[config.mk]
export PLATFORM = sky130hd
export DESIGN_NAME = text_cell_diff_refresh
export DESIGN_NICKNAME = d
export VERILOG_FILES = /design/src/sv/tcdr_pkg.sv /design/src/sv/text_cell_diff_refresh.sv /design/src/sv/tcdr_ram.sv
export SDC_FILE = /design/constraint.sdc
export NUM_CORES = 2
export LEC_CHECK = 0
export ABC_AREA = 0
export BUFFER_PORTS_ARGS = -buffer_cell sky130_fd_sc_hd__buf_2
export CAP_MARGIN = 0
export CORE_ASPECT_RATIO = 1.75
export CORE_UTILIZATION = 40
export DETAILED_ROUTE_END_ITERATION = 16
export GPL_ROUTABILITY_DRIVEN = 1
export PLACE_DENSITY = 0.61
export SLEW_MARGIN = 20
export SYNTH_ARGS = -nofsm -noshare
export SYNTH_HDL_FRONTEND = slang
export SYNTH_HIERARCHICAL = 1
export SYNTH_SLANG_ARGS = --single-unit
[constraint.sdc]
create_clock -name clk -period 3.7 [get_ports clk]
set_input_delay 0.37 -clock clk [delete_from_list [all_inputs] [get_ports clk]]
set_output_delay 0.37 -clock clk [all_outputs]
set_load 0.05 [all_outputs]
[src/sv/tcdr_pkg.sv]
// Package for the two-bank character-cell display store.
// Holds field widths, default sizes, action and register codes.
// No dependencies.
package tcdr_pkg;

    localparam int MAX_COLUMNS_DEF = 16;
    localparam int MAX_ROWS_DEF    = 4;

    localparam int CELL_W   = 16;
    localparam int CFG_W    = 5;
    localparam int CFG_IDX_W = 2;
    localparam int IN_DATA_W  = 24;
    localparam int IN_USER_W  = 2;
    localparam int OUT_DATA_W = 32;

    localparam logic [4:0] COLS_RESET = 5'd16;
    localparam logic [2:0] ROWS_RESET = 3'd4;

    typedef enum logic [1:0] {
        ACT_WRITE   = 2'd0,
        ACT_FILL    = 2'd1,
        ACT_REFRESH = 2'd2,
        ACT_SWAP    = 2'd3
    } action_t;

    typedef enum logic [1:0] {
        REG_COLS_IN_USE = 2'd0,
        REG_ROWS_IN_USE = 2'd1,
        REG_COL_OFFSET  = 2'd2,
        REG_ROW_OFFSET  = 2'd3
    } cfg_reg_t;

endpackage

[src/sv/text_cell_diff_refresh.sv]
// Top level of the two-bank character-cell display store.
// Depends on tcdr_pkg and tcdr_ram.
//
// Usage:
//   Input words arrive on s_tvalid/s_tready with the action in s_tuser and
//   row, column, char_code and style in s_tdata. Result words leave on
//   m_tvalid/m_tready: page, column_address, cell_char, cell_style in
//   m_tdata, changed in m_tuser, last in m_tlast. Size and offset
//   registers are written through cfg_we/cfg_addr/cfg_wdata, by the user
//   only while idle; the block does not enforce it. Fill holds s_tready
//   low while it writes each in-use cell of the current bank, one write
//   per cycle. Refresh reads both banks at one cell per cycle unless the
//   scan halts, and holds s_tready low until it loads the final word. One
//   difference is held back so the final one can carry last; the scan
//   halts on a further difference while that word and the output register
//   are both full. A held word reaches m_tvalid in the cycle after the next
//   differing cell is compared, the final word in the cycle after the
//   flush. A stalled receiver holds the output register; inputs are taken
//   while idle. After reset s_tready stays low while both banks are cleared
//   over all 2**(row bits + column bits) addresses (64 at default size).
module text_cell_diff_refresh #(
    parameter int MAX_COLUMNS = tcdr_pkg::MAX_COLUMNS_DEF,
    parameter int MAX_ROWS    = tcdr_pkg::MAX_ROWS_DEF
) (
    input  logic                              clk,
    input  logic                              rst_n,
    input  logic                              s_tvalid,
    output logic                              s_tready,
    // row[1:0], column[5:2], char_code[13:6], style[21:14], zero[23:22]
    input  logic [tcdr_pkg::IN_DATA_W-1:0]    s_tdata,
    // action[1:0]
    input  logic [tcdr_pkg::IN_USER_W-1:0]    s_tuser,
    output logic                              m_tvalid,
    input  logic                              m_tready,
    // page[2:0], column_address[9:3], cell_char[17:10], cell_style[25:18],
    // zero[31:26]
    output logic [tcdr_pkg::OUT_DATA_W-1:0]   m_tdata,
    // changed[0]
    output logic                              m_tuser,
    output logic                              m_tlast,
    input  logic                              cfg_we,
    input  logic [tcdr_pkg::CFG_IDX_W-1:0]    cfg_addr,
    input  logic [tcdr_pkg::CFG_W-1:0]        cfg_wdata
);

    localparam int RW    = (MAX_ROWS > 1) ? $clog2(MAX_ROWS) : 1;
    localparam int CW    = (MAX_COLUMNS > 1) ? $clog2(MAX_COLUMNS) : 1;
    localparam int AW    = RW + CW;
    localparam int DEPTH = 1 << AW;
    localparam int CEL_W = tcdr_pkg::CELL_W;

    typedef enum logic [4:0] {
        ST_CLEAR = 5'b00001,
        ST_IDLE  = 5'b00010,
        ST_FILL  = 5'b00100,
        ST_SCAN  = 5'b01000,
        ST_FLUSH = 5'b10000
    } state_t;

    state_t state_reg, state_next;

    logic             bank_reg, bank_next;
    logic [4:0]       cols_reg;
    logic [2:0]       rows_reg;
    logic [3:0]       coff_reg;
    logic [1:0]       roff_reg;
    logic [RW-1:0]    r_reg, r_next;
    logic [CW-1:0]    c_reg, c_next;
    logic [AW-1:0]    clr_reg, clr_next;
    logic [CEL_W-1:0] fill_data_reg, fill_data_next;

    logic             hold_valid_reg, hold_valid_next;
    logic [2:0]       hold_page_reg, hold_page_next;
    logic [6:0]       hold_col_reg, hold_col_next;
    logic [CEL_W-1:0] hold_cell_reg, hold_cell_next;

    logic             out_valid_reg, out_valid_next;
    logic [2:0]       out_page_reg, out_page_next;
    logic [6:0]       out_col_reg, out_col_next;
    logic [CEL_W-1:0] out_cell_reg, out_cell_next;
    logic             out_changed_reg, out_changed_next;
    logic             out_last_reg, out_last_next;

    tcdr_pkg::action_t in_action;
    logic [1:0]       in_row;
    logic [3:0]       in_col;
    logic [CEL_W-1:0] in_cell;
    logic             in_accept;

    logic [6:0]       nc;
    logic [4:0]       nr;
    logic             area_empty;
    logic             wr_ok;
    logic             row_end;
    logic             all_end;
    logic [AW-1:0]    cur_addr;
    logic [AW-1:0]    next_addr;
    logic [AW-1:0]    in_addr;
    logic [7:0]       in_row8;
    logic [7:0]       in_col8;
    logic [7:0]       r8;
    logic [7:0]       c8;
    logic [1:0]       page_sum;
    logic [3:0]       col_sum;
    logic [2:0]       pos_page;
    logic [6:0]       pos_col;

    logic             we_cur;
    logic             we0, we1;
    logic [AW-1:0]    waddr, raddr;
    logic [CEL_W-1:0] wdata;
    logic [CEL_W-1:0] rd0, rd1;
    logic [CEL_W-1:0] cur_data, old_data;
    logic             differ;
    logic             out_free;
    logic             advance;

    tcdr_ram #(
        .WIDTH (CEL_W),
        .DEPTH (DEPTH)
    ) u_bank_zero (
        .clk   (clk),
        .we    (we0),
        .waddr (waddr),
        .wdata (wdata),
        .raddr (raddr),
        .rdata (rd0)
    );

    tcdr_ram #(
        .WIDTH (CEL_W),
        .DEPTH (DEPTH)
    ) u_bank_one (
        .clk   (clk),
        .we    (we1),
        .waddr (waddr),
        .wdata (wdata),
        .raddr (raddr),
        .rdata (rd1)
    );

    // unpack and decode
    always_comb
    begin
        in_action = tcdr_pkg::action_t'(s_tuser);
        in_row    = s_tdata[1:0];
        in_col    = s_tdata[5:2];
        in_cell   = {s_tdata[21:14], s_tdata[13:6]};
        s_tready  = (state_reg == ST_IDLE);
        in_accept = s_tvalid && s_tready;

        nc = (7'(cols_reg) > 7'(MAX_COLUMNS)) ? 7'(MAX_COLUMNS) : 7'(cols_reg);
        nr = (5'(rows_reg) > 5'(MAX_ROWS)) ? 5'(MAX_ROWS) : 5'(rows_reg);
        area_empty = (nc == 7'd0) || (nr == 5'd0);
        wr_ok = (5'(in_row) < nr) && (7'(in_col) < nc);

        in_row8 = 8'(in_row);
        in_col8 = 8'(in_col);
        in_addr = {in_row8[RW-1:0], in_col8[CW-1:0]};

        row_end  = (7'(c_reg) + 7'd1 == nc);
        all_end  = row_end && (5'(r_reg) + 5'd1 == nr);
        cur_addr = {r_reg, c_reg};
        next_addr = row_end ? {r_reg + RW'(1), CW'(0)} : {r_reg, c_reg + CW'(1)};

        r8 = 8'(r_reg);
        c8 = 8'(c_reg);
        page_sum = roff_reg + r8[1:0];
        col_sum  = coff_reg + c8[3:0];
        pos_page = {page_sum, 1'b0};
        pos_col  = {col_sum, 3'b000};

        cur_data = bank_reg ? rd1 : rd0;
        old_data = bank_reg ? rd0 : rd1;
        differ   = (cur_data != old_data);
        out_free = !out_valid_reg || m_tready;
        advance  = !differ || !hold_valid_reg || out_free;
    end

    // RAM ports
    always_comb
    begin
        we_cur = 1'b0;
        waddr  = cur_addr;
        wdata  = fill_data_reg;
        raddr  = cur_addr;
        we0    = 1'b0;
        we1    = 1'b0;
        case (state_reg)
            ST_CLEAR:
            begin
                waddr = clr_reg;
                wdata = '0;
                we0   = 1'b1;
                we1   = 1'b1;
            end
            ST_IDLE:
            begin
                waddr  = in_addr;
                wdata  = in_cell;
                raddr  = '0;
                we_cur = in_accept && (in_action == tcdr_pkg::ACT_WRITE) && wr_ok;
            end
            ST_FILL:
            begin
                we_cur = 1'b1;
            end
            ST_SCAN:
            begin
                raddr = advance ? next_addr : cur_addr;
            end
            default:
            begin
                we_cur = 1'b0;
            end
        endcase
        if (we_cur)
        begin
            we0 = !bank_reg;
            we1 = bank_reg;
        end
    end

    // control and data path next values
    always_comb
    begin
        state_next       = state_reg;
        bank_next        = bank_reg;
        r_next           = r_reg;
        c_next           = c_reg;
        clr_next         = clr_reg;
        fill_data_next   = fill_data_reg;
        hold_valid_next  = hold_valid_reg;
        hold_page_next   = hold_page_reg;
        hold_col_next    = hold_col_reg;
        hold_cell_next   = hold_cell_reg;
        out_valid_next   = out_valid_reg && !m_tready;
        out_page_next    = out_page_reg;
        out_col_next     = out_col_reg;
        out_cell_next    = out_cell_reg;
        out_changed_next = out_changed_reg;
        out_last_next    = out_last_reg;

        case (state_reg)
            ST_CLEAR:
            begin
                clr_next = clr_reg + AW'(1);
                if (clr_reg == {AW{1'b1}})
                begin
                    state_next = ST_IDLE;
                end
            end
            ST_IDLE:
            begin
                if (in_accept)
                begin
                    r_next = '0;
                    c_next = '0;
                    case (in_action)
                        tcdr_pkg::ACT_FILL:
                        begin
                            fill_data_next = in_cell;
                            if (!area_empty)
                            begin
                                state_next = ST_FILL;
                            end
                        end
                        tcdr_pkg::ACT_REFRESH:
                        begin
                            state_next = area_empty ? ST_FLUSH : ST_SCAN;
                        end
                        tcdr_pkg::ACT_SWAP:
                        begin
                            bank_next = !bank_reg;
                        end
                        default:
                        begin
                            bank_next = bank_reg;
                        end
                    endcase
                end
            end
            ST_FILL:
            begin
                if (all_end)
                begin
                    state_next = ST_IDLE;
                end
                else
                begin
                    {r_next, c_next} = next_addr;
                end
            end
            ST_SCAN:
            begin
                if (advance)
                begin
                    if (differ)
                    begin
                        if (hold_valid_reg)
                        begin
                            out_valid_next   = 1'b1;
                            out_page_next    = hold_page_reg;
                            out_col_next     = hold_col_reg;
                            out_cell_next    = hold_cell_reg;
                            out_changed_next = 1'b1;
                            out_last_next    = 1'b0;
                        end
                        hold_valid_next = 1'b1;
                        hold_page_next  = pos_page;
                        hold_col_next   = pos_col;
                        hold_cell_next  = cur_data;
                    end
                    if (all_end)
                    begin
                        state_next = ST_FLUSH;
                    end
                    else
                    begin
                        {r_next, c_next} = next_addr;
                    end
                end
            end
            ST_FLUSH:
            begin
                if (out_free)
                begin
                    out_valid_next   = 1'b1;
                    out_last_next    = 1'b1;
                    out_changed_next = hold_valid_reg;
                    out_page_next    = hold_valid_reg ? hold_page_reg : 3'd0;
                    out_col_next     = hold_valid_reg ? hold_col_reg : 7'd0;
                    out_cell_next    = hold_valid_reg ? hold_cell_reg : '0;
                    hold_valid_next  = 1'b0;
                    state_next       = ST_IDLE;
                end
            end
            default:
            begin
                state_next = ST_IDLE;
            end
        endcase
    end

    always_ff @(posedge clk or negedge rst_n)
    begin
        if (!rst_n)
        begin
            state_reg      <= ST_CLEAR;
            bank_reg       <= 1'b0;
            clr_reg        <= '0;
            hold_valid_reg <= 1'b0;
            out_valid_reg  <= 1'b0;
            cols_reg       <= tcdr_pkg::COLS_RESET;
            rows_reg       <= tcdr_pkg::ROWS_RESET;
            coff_reg       <= 4'd0;
            roff_reg       <= 2'd0;
        end
        else
        begin
            state_reg      <= state_next;
            bank_reg       <= bank_next;
            clr_reg        <= clr_next;
            hold_valid_reg <= hold_valid_next;
            out_valid_reg  <= out_valid_next;
            if (cfg_we)
            begin
                case (tcdr_pkg::cfg_reg_t'(cfg_addr))
                    tcdr_pkg::REG_COLS_IN_USE: cols_reg <= cfg_wdata;
                    tcdr_pkg::REG_ROWS_IN_USE: rows_reg <= cfg_wdata[2:0];
                    tcdr_pkg::REG_COL_OFFSET:  coff_reg <= cfg_wdata[3:0];
                    tcdr_pkg::REG_ROW_OFFSET:  roff_reg <= cfg_wdata[1:0];
                    default:                   roff_reg <= roff_reg;
                endcase
            end
        end
    end

    // payload and position registers
    always_ff @(posedge clk)
    begin
        r_reg           <= r_next;
        c_reg           <= c_next;
        fill_data_reg   <= fill_data_next;
        hold_page_reg   <= hold_page_next;
        hold_col_reg    <= hold_col_next;
        hold_cell_reg   <= hold_cell_next;
        out_page_reg    <= out_page_next;
        out_col_reg     <= out_col_next;
        out_cell_reg    <= out_cell_next;
        out_changed_reg <= out_changed_next;
        out_last_reg    <= out_last_next;
    end

    assign m_tvalid = out_valid_reg;
    assign m_tdata  = {6'd0, out_cell_reg[15:8], out_cell_reg[7:0], out_col_reg, out_page_reg};
    assign m_tuser  = out_changed_reg;
    assign m_tlast  = out_last_reg;

endmodule

[src/sv/tcdr_ram.sv]
// Generic single-write, single-read synchronous RAM with registered read.
// No dependencies.
module tcdr_ram #(
    parameter int WIDTH = 16,
    parameter int DEPTH = 64
) (
    input  logic                                  clk,
    input  logic                                  we,
    input  logic [(DEPTH > 1 ? $clog2(DEPTH) : 1)-1:0] waddr,
    input  logic [WIDTH-1:0]                      wdata,
    input  logic [(DEPTH > 1 ? $clog2(DEPTH) : 1)-1:0] raddr,
    output logic [WIDTH-1:0]                      rdata
);

    logic [WIDTH-1:0] mem [DEPTH];

    always_ff @(posedge clk)
    begin
        if (we)
        begin
            mem[waddr] <= wdata;
        end
        rdata <= mem[raddr];
    end

endmodule

* Yosys cells after proc, flatten, opt, wreduce, memory -nomap -nowiden *
Memories as Yosys holds them, arrays and structs flattened. A register that Yosys moved wholly into a read port is not among the register bits.
Cells that the tools add are included.
W data, S select, Z words.

word-level totals
  memories = 2
  bits in writable memories = 2,048
  input port bits = 38
  latch bits = 0
  logic and storage cells = 162
  ROM bits = 0
  flip-flop bits (word level) = 100

operators by class
  divide/modulo/power cells = 0
  reductions and logical operators = 32
  equal/unequal tests = 25
  mux-type cells = 72
  $add $sub $neg = 7
  bitwise operators = 0
  multipliers = 0
  shift operators = 0
  order comparisons = 4

memory list
  name             words  bits a word  read ports  clocked after memory_dff  wr ports  line            RTL
  u_bank_one.mem   64     16           1           1                         1         tcdr_ram.sv:15  logic [WIDTH-1:0] mem [DEPTH];
  u_bank_zero.mem  64     16           1           1                         1         tcdr_ram.sv:15

operators with widths
  cell                   count
  $mux W16               7
  $pmux W16 S2           2
  $mux W5                9
  $mux W7                5
  $pmux W5 S5            1
  $pmux W6 S2            2
  $mux W1                22
  $mux W3                6
  $ne A16 B16 Y1         1
  $ne A2 B2 Y1 const B   7
  $pmux W7 S2            1
  $mux W4                3
  $mux W6                2
  $pmux W4 S3            1
  $reduce_and A3 Y1      4
  $pmux W1 S2            5
  $pmux W5 S2            1
  $eq A2 B2 Y1 const B   4
  $reduce_and A2 Y1      4
  $reduce_and A8 Y1      1
  $logic_not A7 Y1       1
  $add A6 B1 Y6 const B  1
  $eq A6 B6 Y1 const B   1
  $logic_and A1 B1 Y1    6
  32 further kinds       43

* Logic depth before layout (Yosys ltp) *
  word-level depth = 9
  gate-level depth with buffers = 17
  gate-level depth less buffers = 12

* Modules after synthesis *
The synthesis kept the hierarchy.

modules (own cells, without submodules)
  module                  instances  cells an instance  area each (um2)
  tcdr_ram                2          1,829              40,042.2
  text_cell_diff_refresh  1          406                5,011.1

* Worst setup path before layout *
OpenSTA, ideal clock, no wires.

  path type = register -> register
  start point = register state_reg[3]
  end point = memory u_bank_one.mem[0][15] (data pin)
  slack = -516 ps
  path buffers = 3
  arrival = 3,684 ps
  required time = 3,167 ps
  cell stages (with the launch flop) = 8
  cell sequence = dfrtp_1 buf_2 nor2_1 nand3_2 inv_1 clkbuf_1 clkbuf_1 a22o_1

on the way
  longest elaborated chain between the ends = 2
  elaborated cells on any way between the ends = 3
  those cells by class = 2 x eq/ne; 1 x mux

RTL lines
  what                    line                           RTL
  start, declared         text_cell_diff_refresh.sv:60   state_t state_reg, state_next;
  start signal, assigned  text_cell_diff_refresh.sv:361  state_reg <= state_next;
  $eq A5 B2 Y1            --
  named net s_tready      text_cell_diff_refresh.sv:28   output logic s_tready,
  $pmux W16 S2            text_cell_diff_refresh.sv:189  case (state_reg)
  named net wdata[15]     text_cell_diff_refresh.sv:111  logic [CEL_W-1:0] wdata;
  end, declared           tcdr_ram.sv:15

The timed path passes the listed nets, and every way through them passes these cells.

* Final worst setup path *
  start point = register u_bank_one.rdata[3] (read register of u_bank_one.mem)
  end point = register u_bank_one.rdata[13] (read register of u_bank_one.mem)

on the way
  longest elaborated chain between the ends = 7
  elaborated cells on any way between the ends = 8
  those cells by class = 1 x eq/ne; 4 x mux; 3 x reduce/logical

RTL lines
  what                                 line                                                          RTL
  start, declared                      tcdr_ram.sv:12                                                output logic [WIDTH-1:0] rdata
  $mux W16, on equally long branches   text_cell_diff_refresh.sv:173, text_cell_diff_refresh.sv:174
  $ne A16 B16 Y1 (*)                   text_cell_diff_refresh.sv:175                                 differ = (cur_data != old_data);
  $logic_not A1 Y1 (*)                 text_cell_diff_refresh.sv:177                                 advance = !differ || !hold_valid_reg || out_free;
  $logic_or A1 B1 Y1 (*) (2 in a row)  text_cell_diff_refresh.sv:177
  $mux W6 (*)                          text_cell_diff_refresh.sv:210                                 raddr = advance ? next_addr : cur_addr;
  $pmux W6 S2 (*)                      text_cell_diff_refresh.sv:189
  named net raddr[0]                   text_cell_diff_refresh.sv:110                                 logic [AW-1:0] waddr, raddr;

The timed path passes the listed nets; every way through them passes the cells marked *.
A chain may end at the register's enable or synchronous reset.

==> flow_metrics.tcl <==
set metrics [dict create \
    status "finished, violations left" \
    violations "setup timing" \
    syn_to_final_growth_pct 20.8 \
    syn-mean-instance-area_sq_um 20.9 \
    mappedNetlistArea_sq_um 85100 \
    worstHoldPathType "in -> async" \
    worst_slew_margin_rel_pct 37.6 \
    final_clock_period_utilization_by_the_worst_path_pct 119 \
    htree_num_levels 4 \
    initial_drc_count 3889 \
    max-cap-violations 0 \
    numCtsBuffers 191 \
    leakage_uw 0.0330 \
    path_clk_slew_ns 0.06 \
    die_h_microns 612 \
    period_needed_ns 4.41 \
    power.switching_uw 33300 \
    die_width_microns 351 \
    synth-edff-count 2116 \
    async_reset_ff_share_pct 1.29 \
    timing.critical_path.from_type "register" \
    worst_ep_required_time_ns 4.38 \
    netlist_top_cells_area "edfxtp_1 75%, mux4_2 12%, mux2i_1 2.0%, mux2_2 1.1%, dfxtp_1 0.75%" \
    core.rowCount 223 \
    overall_routing_resource_usage_pct 21.4 \
    final_antenna_net_count 0 \
    routed_wl_mm 229 \
    start_util_pct 40.3 \
    grt_setup_unrepaired "yes" \
    reg.largest.list "u_bank_one/mem (1024), u_bank_zero/mem (1024)" \
    via_count_of_the_first_global_routing_pass 44800 \
    floorplan.io_pins 74 \
    layout_common_cells "2116 x edfxtp_1, 443 x mux4_2, 436 x buf_4" \
    synth.yosys.seq_area_share_pct 76.3 \
    grt_start_max_net_pins 129 \
    global_route.overflow_total 0 \
    number_of_port_buffers 61 \
    max_clock_buf_depth 4 \
    netlist.top_cell.by_area "edfxtp_1" \
    vdd_ir_max_mv 1.18 \
    finalHoldViolCount 0 \
    crit_arrival_ns 5.10 \
    sequentialPowerShare_pct 34.1 \
    post_route_cells_drive_above_1_share_pct 34.3 \
    number_of_warning_messages_in_the_yosys_log 6 \
    maxClockFrequency_mhz 227 \
    detail_route.drc_violations 0 \
    nNetsFinal 4873 \
    layout.cell_area.non_filler_sq_um 103000 \
    endpoint_kind_of_the_worst_setup_timing_path "register" \
    placed_cell_area_sq_um 94800 \
    drv_slew 0 \
    criticalPathCategory "reg -> reg" \
    post_drt_via_cell_ratio 5.57 \
    internal_power_uw 61000 \
    detail_route.wl_per_cell_microns 29.5 \
    clk-insertion-delay-late_ns 0.86 \
    synth_cell_types 75 \
    power_density_nw_per_um2 917 \
    tightest_slew_ns 0.936 \
    cts.root.buffer_cell "clkbuf_16" \
    core-area_sq_um 211000 \
    comb_power_share_pct 45.4 \
    synth_top_area_share_pct 74.7 \
    crit_fanout 8 \
    yosys_register_bits 2176 \
    detailroute.via_count 43300 \
    design.die.area_sq_um 215000 \
    synth-main-ff-cell "edfxtp_1" \
    final_common_cell "edfxtp_1" \
    timing.clock.skew_ns 0.0650 \
    netSwitchingFraction_pct 35.3 \
    gp_congestion 0.889 \
    initial_antenna_violation_count 8 \
    grt_first_pass_wirelength_mm 326 \
    cts_tree "done" \
    timing.hold.ws_ns 0.144 \
    finalWorstSetupSlack_ns -0.714 \
    detail_route.first_pass.iterations 6 \
    setup_violations 32 \
    final.setup.tns_ns -19.58 \
    clkSinkCount 2176 \
    clkPwrFrac_pct 20.4 \
    dp.final_hpwl_mm 153 \
    post_synth_inst_count 4064 \
]
[synth_stat cells (7+ instances only)]
master,number
mux4_1,8
and2_1,27
a22oi_1,83
nand4_1,30
a41oi_1,11
a21oi_1,41
a221oi_1,32
a22o_1,28
buf_1,7
dfrtp_1,25
a221o_1,13
a211oi_1,18
xnor2_1,12
buf_6,34
mux2_2,85
ha_1,11
buf_12,10
nand3_1,59
mux2i_1,174
o21ai_0,20
buf_4,37
nand2b_1,12
xor2_1,22
a31oi_1,17
and4_1,11
dfxtp_1,32
a211o_1,16
buf_2,76
edfxtp_1,2116
inv_1,9
o21ai_1,7
nand2_1,149
clkbuf_1,60
mux4_2,440
a311oi_1,16
nor2_1,159
nor3_1,10
nor2b_1,63
[per-stage QoR]
step,instances,util (%),setup slack (ns),total power [uW]
finish,7781,48.7,-0.714,94200
global placement,7335,44.9,-1.50,71400
global route,7775,48.7,-0.769,97200
CTS,7724,48.3,-0.812,93400
floorplan,4073,-,-0.126,54100
detailed placement,7336,44.9,-1.47,71800
[critical path, cell delays in order (launching register included)]
cell and delay (ns):
dfxtp_1 0.48, xor2_1 0.12, nor4_1 0.25, buf_4 0.16, nand4_1 0.31, buf_4 0.28
a31oi_4 0.19, nand2_2 0.10, o21ai_4 0.17, buf_6 0.14, buf_16 0.20, buf_4 0.17
buf_4 0.14, buf_8 0.15, mux4_2 0.51, mux2_2 0.31, a221oi_2 0.29, buf_4 0.24
a311oi_1 0.06
[power by group through the flow]
stage	logic [uW]	registers (uW)	clock network, uW
after detailed placement	39100	32700	0
after floorplan	21000	33000	0
after global placement	38800	32600	0
after global routing	44600	32200	20400
final	42800	32200	19300
after CTS	41700	32100	19600
[cell families (layout without fill, tap and decap cells)]
| kind of cell | after synthesis | after routing | share of synthesized area, % |
|---|---|---|---|
| DFF | 2176 | 2176 | 76.3 |
| muxes | 708 | 708 | 15.1 |
| and+or+nand+nor | 565 | 565 | 3.30 |
| AOI/OAI and AO/OA | 322 | 322 | 2.86 |
| buffers and inverters | 245 | 1134 | 1.94 |
| xor gates and xnor gates | 35 | 35 | 0.376 |
| adders and majority gates | 12 | 12 | 0.185 |
| other | 1 | 17 | 0.00441 |
[per-layer routing]
metal / GRT usage (%) / part of all wire (%) / up-vias
met3: 2.13 / 4.7 / 477
met4: 11.9 / 6.4 / 4
met1: 24.1 / 35 / 23000
met2: 39.3 / 54 / 1473
met5: 0 / 0.010 / -
li1: - / - / 18300
[what timing repair did]
action                     4_1_cts  5_1_grt
cloned                           9        2
hold buffers                    29        0
setup endpoints to repair       32       72
hold endpoints to repair        69        0
gates resized for setup        149       83
setup buffers                   20       48
pin swaps                       47       23
[cell type report]
type                            instances  area, sq um
Sequential cell                      2176        64900
Clock inverter                         88          785
Tap cell                             2812         3520
Inverter                                9         37.5
Antenna cell                            7         17.5
Fill cell                           17100       108000
Clock buffer                          244         5050
Timing Repair Buffer                  793         9070
Multi-Input combinational cell       1652        19400
[path summary, 6_finish.rpt]
path / slack, ns / from / depth (start not counted) / endpoint
worst max-delay path: -0.71 / u_bank_one/rdata[3] / 18 / u_bank_one/rdata[13]
worst min-delay path: 0.14 / rst_n / 2 / coff_reg[2]
worst max register to register: -0.71 / u_bank_one/rdata[3] / 18 / u_bank_one/rdata[13]
worst min register to register: 0.52 / clr_reg[5] / 1 / clr_reg[5]
max in group asynchronous: 3.12 / rst_n / 2 / state_reg[1]
min in group clk: 0.15 / s_tuser[0] / 4 / state_reg[2]
Note: power is estimated with default switching activity, not from simulation.
